## config.mk

```make
export PLATFORM = sky130hd
export DESIGN_NAME = tsc_back
export DESIGN_NICKNAME = d
export VERILOG_FILES = /design/src/rtl/transposed_slab_copy_address_gen_defines.svh /design/src/rtl/tsc_pkg.sv /design/src/rtl/tsc_back.sv
export SDC_FILE = /design/constraint.sdc
export NUM_CORES = 1
export LEC_CHECK = 0
export BUFFER_PORTS_ARGS = -buffer_cell sky130_fd_sc_hd__buf_2
export CORE_UTILIZATION = 50
export CTS_CLUSTER_DIAMETER = 60
export CTS_CLUSTER_SIZE = 14
export DETAILED_ROUTE_END_ITERATION = 6
export GPL_ROUTABILITY_DRIVEN = 0
export PLACE_DENSITY = 0.77
export SYNTH_ARGS = -nofsm -noshare
export SYNTH_HDL_FRONTEND = slang
export SYNTH_SLANG_ARGS = --single-unit
```

## constraint.sdc

```tcl
create_clock -name clk -period 4.6 [get_ports clk]
set_clock_uncertainty 0.15 [all_clocks]
set_input_delay 0.46 -clock clk [delete_from_list [all_inputs] [get_ports clk]]
set_output_delay 0.46 -clock clk [all_outputs]
set_load 0.02 [all_outputs]
```

## src/rtl/transposed_slab_copy_address_gen_defines.svh

```systemverilog
// Assertion macros used by the top-level file.
`ifndef TRANSPOSED_SLAB_COPY_ADDRESS_GEN_DEFINES_SVH
`define TRANSPOSED_SLAB_COPY_ADDRESS_GEN_DEFINES_SVH

// Same-cycle implication.
`define TSC_ASSERT_IMP(label, clk, rst_n, ante, cons) \
    label: assert property (@(posedge clk) disable iff (!rst_n) (ante) |-> (cons)) \
        else $error("assertion failed");

// Next-cycle implication.
`define TSC_ASSERT_NXT(label, clk, rst_n, ante, cons) \
    label: assert property (@(posedge clk) disable iff (!rst_n) (ante) |=> (cons)) \
        else $error("assertion failed");

`endif

```

## src/rtl/tsc_pkg.sv

```systemverilog
package tsc_pkg;

    localparam int MAX_DIMS   = 4;
    localparam int DIM_WIDTH  = 16;
    localparam int LEVEL_W    = $clog2(MAX_DIMS);
    localparam int DATA_W     = 64;
    localparam int OFFSET_W   = 32;
    localparam int STATUS_W   = 2;

    localparam int CFG_DATA_W = 64;
    localparam int CFG_ADDR_W = 6;
    localparam int REG_LSB    = 3;
    localparam int REG_IDX_W  = CFG_ADDR_W - REG_LSB;

    localparam int RANK_W     = 3;
    localparam int ORDER_W    = MAX_DIMS * LEVEL_W;
    localparam int EB_W       = 4;
    localparam int EB_MAX     = 8;

    localparam logic [REG_IDX_W-1:0] REG_RANK         = 3'd0;
    localparam logic [REG_IDX_W-1:0] REG_DIM_ORDER    = 3'd1;
    localparam logic [REG_IDX_W-1:0] REG_DEST_SIZES   = 3'd2;
    localparam logic [REG_IDX_W-1:0] REG_SLAB_SIZES   = 3'd3;
    localparam logic [REG_IDX_W-1:0] REG_SLAB_OFFSETS = 3'd4;
    localparam logic [REG_IDX_W-1:0] REG_ELEM_BYTES   = 3'd5;

    localparam logic [STATUS_W-1:0] STATUS_OK        = 2'd0;
    localparam logic [STATUS_W-1:0] STATUS_MISFIT    = 2'd1;
    localparam logic [STATUS_W-1:0] STATUS_TOO_LARGE = 2'd2;

    localparam int QUEUE_DEPTH = 4;
    localparam int QPTR_W      = $clog2(QUEUE_DEPTH);
    localparam int QCNT_W      = $clog2(QUEUE_DEPTH + 1);

    typedef logic [DIM_WIDTH-1:0] dim_t;

    typedef struct packed {
        logic [DATA_W-1:0]  data;
        logic               last;
        logic [LEVEL_W-1:0] level;
    } item_t;

    typedef struct packed {
        logic busy;
        logic restart;
    } setup_ctl_t;

endpackage

```

## src/rtl/tsc_back.sv

```systemverilog
module tsc_back import tsc_pkg::*; #(
    parameter int ADDR_WIDTH = 32
) (
    input  logic                                 clk,
    input  logic                                 rst_n,
    input  setup_ctl_t                           ctl,
    input  logic [MAX_DIMS-1:0][ADDR_WIDTH-1:0]  strides,
    input  logic [ADDR_WIDTH-1:0]                start_addr,
    input  logic [STATUS_W-1:0]                  cfg_status,
    input  logic                                 q_avail,
    input  item_t                                q_head,
    output logic                                 q_pop,
    output logic                                 out_valid,
    input  logic                                 out_stall,
    output logic [OFFSET_W-1:0]                  dest_offset,
    output logic [DATA_W-1:0]                    out_data,
    output logic                                 last_elem,
    output logic [STATUS_W-1:0]                  status
);

    logic [ADDR_WIDTH-1:0]  base_reg [MAX_DIMS];
    logic [ADDR_WIDTH-1:0]  advanced;
    logic                   out_valid_reg;
    logic [OFFSET_W-1:0]    dest_offset_reg;
    logic [DATA_W-1:0]      out_data_reg;
    logic                   last_reg;
    logic [STATUS_W-1:0]    status_reg;

    assign q_pop    = q_avail && (!out_valid_reg || !out_stall);
    assign advanced = base_reg[q_head.level] + strides[q_head.level];

    // Walk the per-level base addresses; levels below the carry take its value.
    always_ff @(posedge clk)
    begin
        if (ctl.restart)
        begin
            for (int t = 0; t < MAX_DIMS; t++)
            begin
                base_reg[t] <= start_addr;
            end
        end
        else if (q_pop)
        begin
            for (int t = 0; t < MAX_DIMS; t++)
            begin
                if (q_head.last)
                begin
                    base_reg[t] <= start_addr;
                end
                else if (LEVEL_W'(t) <= q_head.level)
                begin
                    base_reg[t] <= advanced;
                end
            end
        end
    end

    always_ff @(posedge clk or negedge rst_n)
    begin
        if (!rst_n)
        begin
            out_valid_reg <= 1'b0;
        end
        else if (q_pop)
        begin
            out_valid_reg <= 1'b1;
        end
        else if (!out_stall)
        begin
            out_valid_reg <= 1'b0;
        end
    end

    always_ff @(posedge clk)
    begin
        if (q_pop)
        begin
            dest_offset_reg <= (cfg_status != STATUS_OK) ? '0 : OFFSET_W'(base_reg[0]);
            out_data_reg    <= q_head.data;
            last_reg        <= q_head.last;
            status_reg      <= cfg_status;
        end
    end

    assign out_valid   = out_valid_reg;
    assign dest_offset = dest_offset_reg;
    assign out_data    = out_data_reg;
    assign last_elem   = last_reg;
    assign status      = status_reg;

endmodule

```

# --- Word-level counts from Yosys, hierarchy flattened ---
# Memories as Yosys holds them, arrays and structs flattened. A register that Yosys moved wholly into a read port is not among the register bits.
# Cells that the tools add are included.
word_totals:
  reg_bits: 68
  in_bits: 235
  ram_bits: 128
  memories: 1
  output_inout_bits: 101
  elab_cells: 63
memory_table:
  columns: ["memory", "depth", "width", "read_ports", "rd_clocked_by_memory_dff", "write_ports", "line", "text"]
  rows:
  - ["base_reg", 4, 32, 2, 1, 4, "tsc_back.sv:21", "logic [ADDR_WIDTH-1:0] base_reg [MAX_DIMS];"]
op_classes:
  bitwise: 8
  mux: 38
  eq_ne: 1
  n_lt_le_gt_ge: 5
  n_reduce_logical: 5
  addsub: 1
ops:
  columns: ["cell", "n"]
  rows:
  - ["$mux W32", 9]
  - ["$bmux W32 S2", 1]
  - ["$add A32 B32 Y32", 1]
  - ["$mux W1", 28]
  - ["$or A1 B1 Y1", 8]
  - ["$le A1 B2 Y1 const A", 2]
  - ["$le A2 B2 Y1 const A", 2]
  - ["$lt A2 B3 Y1 const B", 1]
  - ["$logic_not A1 Y1", 2]
  - ["$ne A2 B2 Y1 const B", 1]
  - ["$reduce_bool A2 Y1", 1]
  - ["$logic_and A1 B1 Y1", 1]
  - ["$logic_or A1 B1 Y1", 1]

# --- Logic depth before layout (Yosys ltp) ---
# Gate-level depths: netlist of run 1.
logic_depth:
  depth_word: 8
  mapped_depth: 14
  ltp_nobuf: 10

# --- Worst setup path after synthesis of run 1 ---
# No wires, ideal clock.
synth_timing:
  path_kind: "flip-flop to flip-flop"
  startpoint: "reg out_valid_reg, in the netlist out_valid"
  endpoint: "mem base_reg[1][0] (enable)"
  n_path_buf: 0
  period_less_slack_ps: 4441
  setup_time_ps: 390
  required_ps: 4060
  path_stages_with_launch: 5
  path_slack_ps: 159
  arrival_time_ps: 3902
  path_cell_list: "dfrtp_1 a21bo_2 inv_1 a21oi_1 nand2_1"
synth_rtl:
  columns: ["element", "line", "text"]
  rows:
  - ["from (decl)", "tsc_back.sv:23", "logic out_valid_reg;"]
  - ["from (signal assigned)", "tsc_back.sv:62", "out_valid_reg <= 1'b0;"]
  - ["from (signal assigned)", "tsc_back.sv:66", "out_valid_reg <= 1'b1;"]
  - ["from (signal assigned)", "tsc_back.sv:70", "out_valid_reg <= 1'b0;"]
  - ["to (decl)", "tsc_back.sv:21", null]

==> results.json, run 1 <==
{
  "peakVddDrop_mv": 0.215,
  "place_inst": 1594,
  "area_growth_pct": 28.2,
  "min_from": "cfg_status[0]",
  "cts_tree": "done",
  "portBuffers": 334,
  "relSlewSlack_pct": 45.2,
  "clock_latency_ps": 510,
  "dp_hpwl_um": 22200,
  "post_cts_buffers": 0,
  "critPathBufInv": 2,
  "setup-violations-final": 0,
  "p_per_area_nw_per_um2": 370,
  "reg2reg_from": "base_reg[0][0]",
  "clockBufferDepth": 3,
  "num_rows": 57,
  "drt_iter0_drc": 690,
  "required_ps": 4690,
  "ys_seq_area_share_pct": 55.7,
  "mostFrequentLayoutCell": "buf_2",
  "worstPathCellList": "buf_4 > buf_12 > mux4_2 > ha_1 > nand3_1 > nor3_1 > o21ai_1 > a311oi_2 > o22ai_1 > xor2_1 > o21ai_1",
  "largest_register_ffs": 128,
  "io_pins": 336,
  "vias_per_cell": 5.61,
  "cp_max_fo": 27,
  "start_util_pct": 50.8,
  "clkTransAtPathRegs_ps": 60,
  "p_leak_nw": 6.49,
  "startpoint": "q_head[0]",
  "synth_flop_cell": "edfxtp_1",
  "clock-root-buffer": "clkbuf_16",
  "fin_setup_tns_ps": 0,
  "critPathTopFamily": "compound AO/OA/AOI/OAI gates",
  "crit_cells": 11,
  "most-common-layout-cells": "buf_2, edfxtp_1, nand2_1, dlygate4sd3_1, mux4_2",
  "track_usage_pct": 25.9,
  "hold_depth": 1,
  "drc": 0,
  "max-cap-violations": 0,
  "end_kind": "flip-flop",
  "synth_cells": 960,
  "detail_route.wl_per_cell_um": 19.3,
  "max_stage_delay_ps": 570,
  "grt_antenna_before_repair": 4,
  "start_kind": "input pin",
  "core_um2": 24200,
  "syn-mean-instance-area_um2": 12.8,
  "cts-resized-gates": 0,
  "hold_path_class": "in2reg",
  "via_count": 9510,
  "overflow": 0,
  "fin_cells": 1696,
  "synth-edff-count": 227,
  "final_nets": 1627,
  "async_flop_share_pct": 0.439,
  "min_period_ps": 3940,
  "cts_buffers": 23,
  "syn_nets": 1227,
  "cts.sinks": 228,
  "cts_hold_buf": 65,
  "worstSetupPathType": "in2reg",
  "finalHoldViolCount": 0,
  "drtPass1Iterations": 5,
  "drive_above_1_share_pct": 38.1,
  "yosysWarnings": 0,
  "die_h_um": 159,
  "cts_max_level": 1,
  "grt_pass1_wl_um": 50500,
  "finalMaxSlewViolations": 0,
  "crit_top_cell": "o21ai_1",
  "fillers": 1781,
  "r2r_cells": 10,
  "max_freq_mhz": 254,
  "synth-seq-cells": 228,
  "cp.arrival_ps": 4030,
  "grt_max_degree": 56,
  "rsz0062_at_grt": "false",
  "grt_pass1_vias": 9461,
  "ys_types": 67,
  "crit_slowest_cell": "mux4_2",
  "dieWidth_um": 159,
  "dieArea_um2": 25200,
  "wl_um": 32700,
  "netlist_area_um2": 12300,
  "worst_slew_pin_slew_ps": 822,
  "fin_crit_sh_pct": 85.6,
  "status": "complete, no violations",
  "postRouteAntennaNets": 0
}
[power by group]
group,internal [mW],switching (mW)
Clock,0.971,0.782
Sequential,2.48,0.0432
Combinational,0.625,0.918
[synth_stat cells (all sizes together), types with 8 or more instances]
library cell / n / area (um^2)
edfxtp: 227 / 6820
nand2: 191 / 727
mux4: 64 / 1440
o21ai: 63 / 319
a21oi: 54 / 285
and2: 40 / 250
nor2: 34 / 140
ha: 31 / 388
clkbuf: 30 / 114
mux2: 28 / 330
buf: 27 / 140
a21o: 17 / 128
xnor2: 14 / 123
nand3: 13 / 65.1
inv: 12 / 45.0
nor3: 12 / 82.6
o21bai: 10 / 75.1
a31o: 9 / 78.8
nand4: 9 / 56.3
xor2: 9 / 86.3
or4: 8 / 60.1
[worst paths after layout]
check	end	slack, ps
max	base_reg[3][28]	660
min	status[0]	10
max reg2reg	base_reg[3][26]	770
min reg2reg	out_valid	360
max in group asynchronous	out_valid	4120
min in group asynchronous	out_valid	100
[kinds of logic after synthesis]
logic type,synth area share [%]
simple gates,12.1
compound gates,9.99
mux,14.7
fa+ha+maj,3.32
buf+inv,2.43
xor+xnor,1.70
flops,55.7
[worst register-to-register path, cell delays in order, from the launching register on]
cell	delay, ps
edfxtp_1	380
mux4_2	460
ha_1	260
fa_1	440
a211oi_1	350
nor3_1	170
o21ai_1	330
a31oi_2	240
nor2b_1	200
mux2i_1	400
o21ai_0	160
[area by class of cell]
type                            instances  area (um^2)  share of cell area (%)
Inverter                               12         47.5                   0.302
Multi-Input combinational cell        663         5160                    32.8
Antenna cell                            2         5.00                  0.0318
Clock inverter                         10         92.6                   0.588
Tap cell                              324          405                    2.57
Clock buffer                           25          583                    3.70
Sequential cell                       228         6840                    43.4
Timing Repair Buffer                  432         2610                    16.6
[through the flow]
step                instance area (um^2)  setup WS (ps)  utilization [%]  hold slack [ps]  power [mW]
floorplan                          12300            159                -             14.4        3.60
global placement                   14400            285             59.6             85.9        4.01
detailed placement                 14400            238             59.6             86.0        4.04
CTS                                15700            757             65.1            0.129        5.83
global route                       15700            489             65.1             7.78        6.07
finish                             15800            661             65.2             14.0        5.82
[layer usage]
metal	vias up	part of all wire, %	GRT usage (%)
met5	-	0.086	0
met4	6	3.0	9.18
met3	59	7.3	4.13
met2	405	50	44.0
met1	4590	40	33.7
li1	4450	-	-
(Power assumes the default switching activity.)
==> inputs of run 2 (changes only) <==
--- a/config.mk
+++ b/config.mk
@@ -6,12 +6,11 @@
 export NUM_CORES = 1
 export LEC_CHECK = 0
 export BUFFER_PORTS_ARGS = -buffer_cell sky130_fd_sc_hd__buf_2
-export CORE_UTILIZATION = 50
+export CORE_UTILIZATION = 30
 export CTS_CLUSTER_DIAMETER = 60
 export CTS_CLUSTER_SIZE = 14
 export DETAILED_ROUTE_END_ITERATION = 6
 export GPL_ROUTABILITY_DRIVEN = 0
-export PLACE_DENSITY = 0.77
 export SYNTH_ARGS = -nofsm -noshare
 export SYNTH_HDL_FRONTEND = slang
 export SYNTH_SLANG_ARGS = --single-unit
==> run 2 against run 1 <==
- global-route usage is 8.6 points lower
- via count is 0.85% lower
- largest cell class unchanged
- worst setup slack better by 78 ps
- routed wire length is 13% higher
- cell count is 13% higher
- fmax is 2.0% higher
- critical path depth is 1 lower
- hold slack better by 37 ps
- sequential cell count stayed put
- core utilization is 24 points lower
- highest routed layer unchanged
- combinational power hardly changed
==> results.json, run 2 (synthesized netlist as in run 1, its figures left out) <==
{
  "drt_iter0_drc": 702,
  "worstPathCellList": "mux4_2 > ha_1 > fa_1 > a211oi_1 > nor3_1 > o21ai_1 > a31oi_2 > nor2b_1 > mux2i_1 > o21ai_0",
  "cts_max_level": 1,
  "grt_max_degree": 50,
  "fin_cells": 1914,
  "min_period_ps": 3860,
  "max_stage_delay_ps": 460,
  "grt_antenna_before_repair": 10,
  "cts_hold_buf": 69,
  "rsz0062_at_grt": "false",
  "postLayoutCoreUtil_pct": 40.7,
  "finalWorstSetupSlack_ps": 739,
  "area_growth_pct": 32.7,
  "total_power_mw": 6.39,
  "placed_cell_area_um2": 14600,
  "place_inst": 1791,
  "p_per_area_nw_per_um2": 392,
  "clockBufferDepth": 3,
  "vias_per_cell": 4.93,
  "max-cap-violations": 0,
  "finalMaxSlewViolations": 0,
  "required_ps": 4740,
  "start_kind": "flip-flop",
  "portBuffers": 334,
  "p_leak_nw": 6.63,
  "peakVddDrop_mv": 0.253,
  "detail_route.wl_per_cell_um": 19.3,
  "die_h_um": 204,
  "cts-resized-gates": 0,
  "drive_above_1_share_pct": 38.6,
  "cp_max_fo": 4,
  "grt_pass1_wl_um": 54500,
  "end_kind": "flip-flop",
  "cp.arrival_ps": 4000,
  "worst_slew_pin_slew_ps": 848,
  "postRouteAntennaNets": 0,
  "hold_ws_ps": 50.8,
  "mostFrequentLayoutCell": "buf_2",
  "overflow": 0,
  "max_freq_mhz": 259,
  "fin_area_um2": 16300,
  "fin_setup_tns_ps": 0,
  "largest_register_ffs": 128,
  "num_rows": 73,
  "final_nets": 1632,
  "hold_path_class": "in2reg",
  "core_um2": 40100,
  "clock_latency_ps": 570,
  "dieArea_um2": 41800,
  "dp_hpwl_um": 25300,
  "cts_tree": "done",
  "start_util_pct": 30.6,
  "worstSetupPathType": "reg2reg",
  "post_cts_buffers": 0,
  "grt_pass1_vias": 9520,
  "setup-violations-final": 0,
  "cts.sinks": 228,
  "clkTransAtPathRegs_ps": 70,
  "drtPass1Iterations": 5,
  "cts_buffers": 28,
  "wl_um": 36900,
  "finalHoldViolCount": 0,
  "drc": 0,
  "via_count": 9429,
  "fin_crit_sh_pct": 83.9,
  "dieWidth_um": 204,
  "most-common-layout-cells": "buf_2, edfxtp_1, nand2_1, dlygate4sd3_1, mux4_2",
  "track_usage_pct": 17.3,
  "clock-root-buffer": "clkbuf_16",
  "crit_slowest_cell": "mux4_2",
  "place_worst_setup_slack_ps": 295,
  "status": "complete, no violations",
  "relSlewSlack_pct": 43.3,
  "io_pins": 336
}
-- run 2: changes by cell type in the layout (fill, tap and decap cells not counted), moves of 2 or more --
cell,change
dlygate4sd3_1,+4
inv_8,+3
buf_4,-4
clkinv_4,+3
bufinv_16,+2
clkinv_8,+2
clkbuf_16,+5
clkinv_2,+2
-- run 2: path summary, 6_finish.rpt --
kind                                start              end  cells after the start  slack (ps)
min reg2reg                base_reg[0][6]   dest_offset[6]                      1         380
max                        base_reg[0][0]  base_reg[1][26]                     10         740
min                         start_addr[9]   base_reg[1][9]                      3          50
max in group asynchronous           rst_n        out_valid                      2        4160
max reg2reg                base_reg[0][0]  base_reg[1][26]                     10         740
min in group asynchronous           rst_n        out_valid                      2          60
-- run 2: final cells by class --
cell class	instances	area, um^2
Antenna cell	2	5.00
Inverter	12	47.5
Tap cell	525	657
Timing Repair Buffer	432	2620
Clock inverter	21	251
Clock buffer	31	712
Sequential cell	228	6840
Multi-Input combinational cell	663	5170
Fill cell	3824	23800
-- run 2: power by group --
group          internal [mW]  switching [mW]
sequential              2.48          0.0452
clock                   1.32           0.986
combinational          0.630           0.928
total                   4.43            1.96
-- run 2: critical path: cells and delay by family, from the launching register on --
family | cells | cell delay [ps]
compound gates | 4 | 1130
mux | 2 | 880
fa+ha+maj | 2 | 700
flops | 1 | 380
simple gates | 2 | 340
-- run 2: routing by layer --
| layer | vias up | routed length (um) | GRT usage (%) |
|---|---|---|---|
| met5 | - | 105 | 0 |
| met1 | 4535 | 15300 | 21.8 |
| li1 | 4491 | - | - |
| met4 | 16 | 1040 | 5.44 |
| met3 | 70 | 2420 | 3.49 |
| met2 | 317 | 18100 | 29.6 |
==> inputs of run 3 (changes only) <==
==> constraint.sdc (replaced) <==
create_clock -name clk -period 3.5 [get_ports clk]
set_clock_uncertainty 0.15 [all_clocks]
set_input_delay 0.35 -clock clk [delete_from_list [all_inputs] [get_ports clk]]
set_output_delay 0.35 -clock clk [all_outputs]
set_load 0.02 [all_outputs]
==> run 3 against run 2 <==
- register-to-register slack got worse by 600 ps
- global-route usage grew 0.66 points
- largest cell class unchanged
- critical path depth up 2
==> results.json, run 3 (synthesized netlist as in run 1, its figures left out) <==
{
  "fin_crit_sh_pct": 96.1,
  "wl_um": 38300,
  "start_kind": "flip-flop",
  "most-common-layout-cells": "buf_2, edfxtp_1, nand2_1, buf_4, dlygate4sd3_1",
  "io_pins": 336,
  "worst_slew_pin_slew_ps": 792,
  "p_per_area_nw_per_um2": 507,
  "drt_iter0_drc": 609,
  "cts_tree": "done",
  "cp.arrival_ps": 3490,
  "detail_route.wl_per_cell_um": 18.6,
  "drc": 0,
  "use_met3_pct": 2.85,
  "max_freq_mhz": 297,
  "num_rows": 73,
  "finalWorstSetupSlack_ps": 135,
  "grt_max_degree": 55,
  "vias_per_cell": 4.86,
  "drive_above_1_share_pct": 43.4,
  "grt_most_used_layer": "met2",
  "finalMaxSlewViolations": 0,
  "grt_antenna_before_repair": 2,
  "end_kind": "flip-flop",
  "clock_latency_ps": 570,
  "crit_slowest_cell": "mux4_2",
  "hold_ws_ps": 30.6,
  "overflow": 0,
  "crit_top_cell": "buf_4",
  "max_stage_delay_ps": 470,
  "core_um2": 40100,
  "status": "complete, no violations",
  "gr-usage-met2_pct": 30.0,
  "via_count": 10013,
  "portBuffers": 334,
  "relSlewSlack_pct": 47.1,
  "total_power_mw": 8.98,
  "cts_buffers": 27,
  "grt_pass1_wl_um": 57000,
  "area_growth_pct": 44.2,
  "clkTransAtPathRegs_ps": 60,
  "p_leak_nw": 7.39,
  "final_nets": 1781,
  "dieWidth_um": 204,
  "worstPathCellList": "mux4_2 > ha_2 > fa_2 > a211oi_4 > nor3_2 > o21ai_1 > buf_4 > a31oi_2 > nor2b_1 > mux2i_1 > buf_4 > o21ai_0",
  "peakVddDrop_mv": 0.319,
  "cp_max_fo": 4,
  "clock-root-buffer": "clkbuf_16",
  "cts_max_level": 1,
  "min_period_ps": 3360,
  "mostFrequentLayoutCell": "buf_2",
  "grt_pass1_vias": 10084,
  "dp_hpwl_um": 27600,
  "setup-violations-final": 0,
  "postLayoutCoreUtil_pct": 44.2,
  "postRouteAntennaNets": 0,
  "largest_register_ffs": 128,
  "place_worst_setup_slack_ps": -464,
  "track_usage_pct": 18.0,
  "dieArea_um2": 41800,
  "cts.sinks": 228,
  "hold_path_class": "in2reg",
  "die_h_um": 204,
  "worstSetupPathType": "reg2reg",
  "use_met1_pct": 23.6,
  "clockBufferDepth": 3,
  "drtPass1Iterations": 5,
  "max-cap-violations": 0,
  "start_util_pct": 30.6,
  "finalHoldViolCount": 0,
  "required_ps": 3630
}
run 3: changes by cell type in the layout (fill, tap and decap cells not counted), moves of 2 or more:
cell and change:
buf_12 +7, buf_4 +112, bufinv_16 +3, clkinv_4 -3, dlygate4sd3_1 +31, ha_1 -3, ha_4 +2
run 3: timing repair:
| action | 4_1_cts | 5_1_grt |
|---|---|---|
| pin swaps | 2 | 2 |
| setup buffers | 0 | 2 |
| hold buffers | 100 | 0 |
| hold endpoints to repair | 181 | 0 |
| resized for setup | 4 | 5 |
| setup endpoints to repair | 29 | 37 |
run 3: worst max-delay path: cells and delay by family (launching register included):
kind | cells | cell delay [ps]
DFF | 1 | 410
adders and majority gates | 2 | 600
buffers and inverters | 2 | 310
AOI/OAI and AO/OA | 4 | 640
and+or+nand+nor | 2 | 290
muxes | 2 | 680
run 3: routing by layer:
metal,share of wire [%],routed length [um]
met1,43,16300
met2,48,18400
met3,6.5,2470
met4,2.8,1080
met5,0,0
run 3: area by class of cell:
cell class,count,area [um^2]
Fill cell,3725,22400
Sequential cell,228,6840
Multi-Input combinational cell,663,5260
Timing Repair Buffer,582,3910
Clock buffer,31,691
Tap cell,525,657
Clock inverter,18,295
Inverter,12,48.8
Antenna cell,2,5.00
run 3: path summary, 6_finish.rpt:
kind                                       from               to  slack [ps]  cells past startpoint
max in group asynchronous                 rst_n        out_valid        2620                      3
worst min register to register  base_reg[0][24]  dest_offset[24]         410                      1
min in group asynchronous                 rst_n        out_valid         480                      3
worst max-delay path             base_reg[0][0]  base_reg[2][26]         140                     12
worst max register to register   base_reg[0][0]  base_reg[2][26]         140                     12
worst min-delay path             start_addr[19]  base_reg[3][19]          30                      3
run 3: power by group:
part	total, mW	switching, mW	internal, mW
registers	3.33	0.0626	3.26
clock network	3.12	1.23	1.89
logic	2.53	1.34	1.19
run 3: through the flow:
step	setup TNS, ps	instance area, um^2	cells
finish	0	17700	2061
global route	-4.02	17700	2061
detailed placement	-19760	15700	1908
floorplan	-14440	12400	960
global placement	-17080	15700	1908
CTS	0	17700	2057
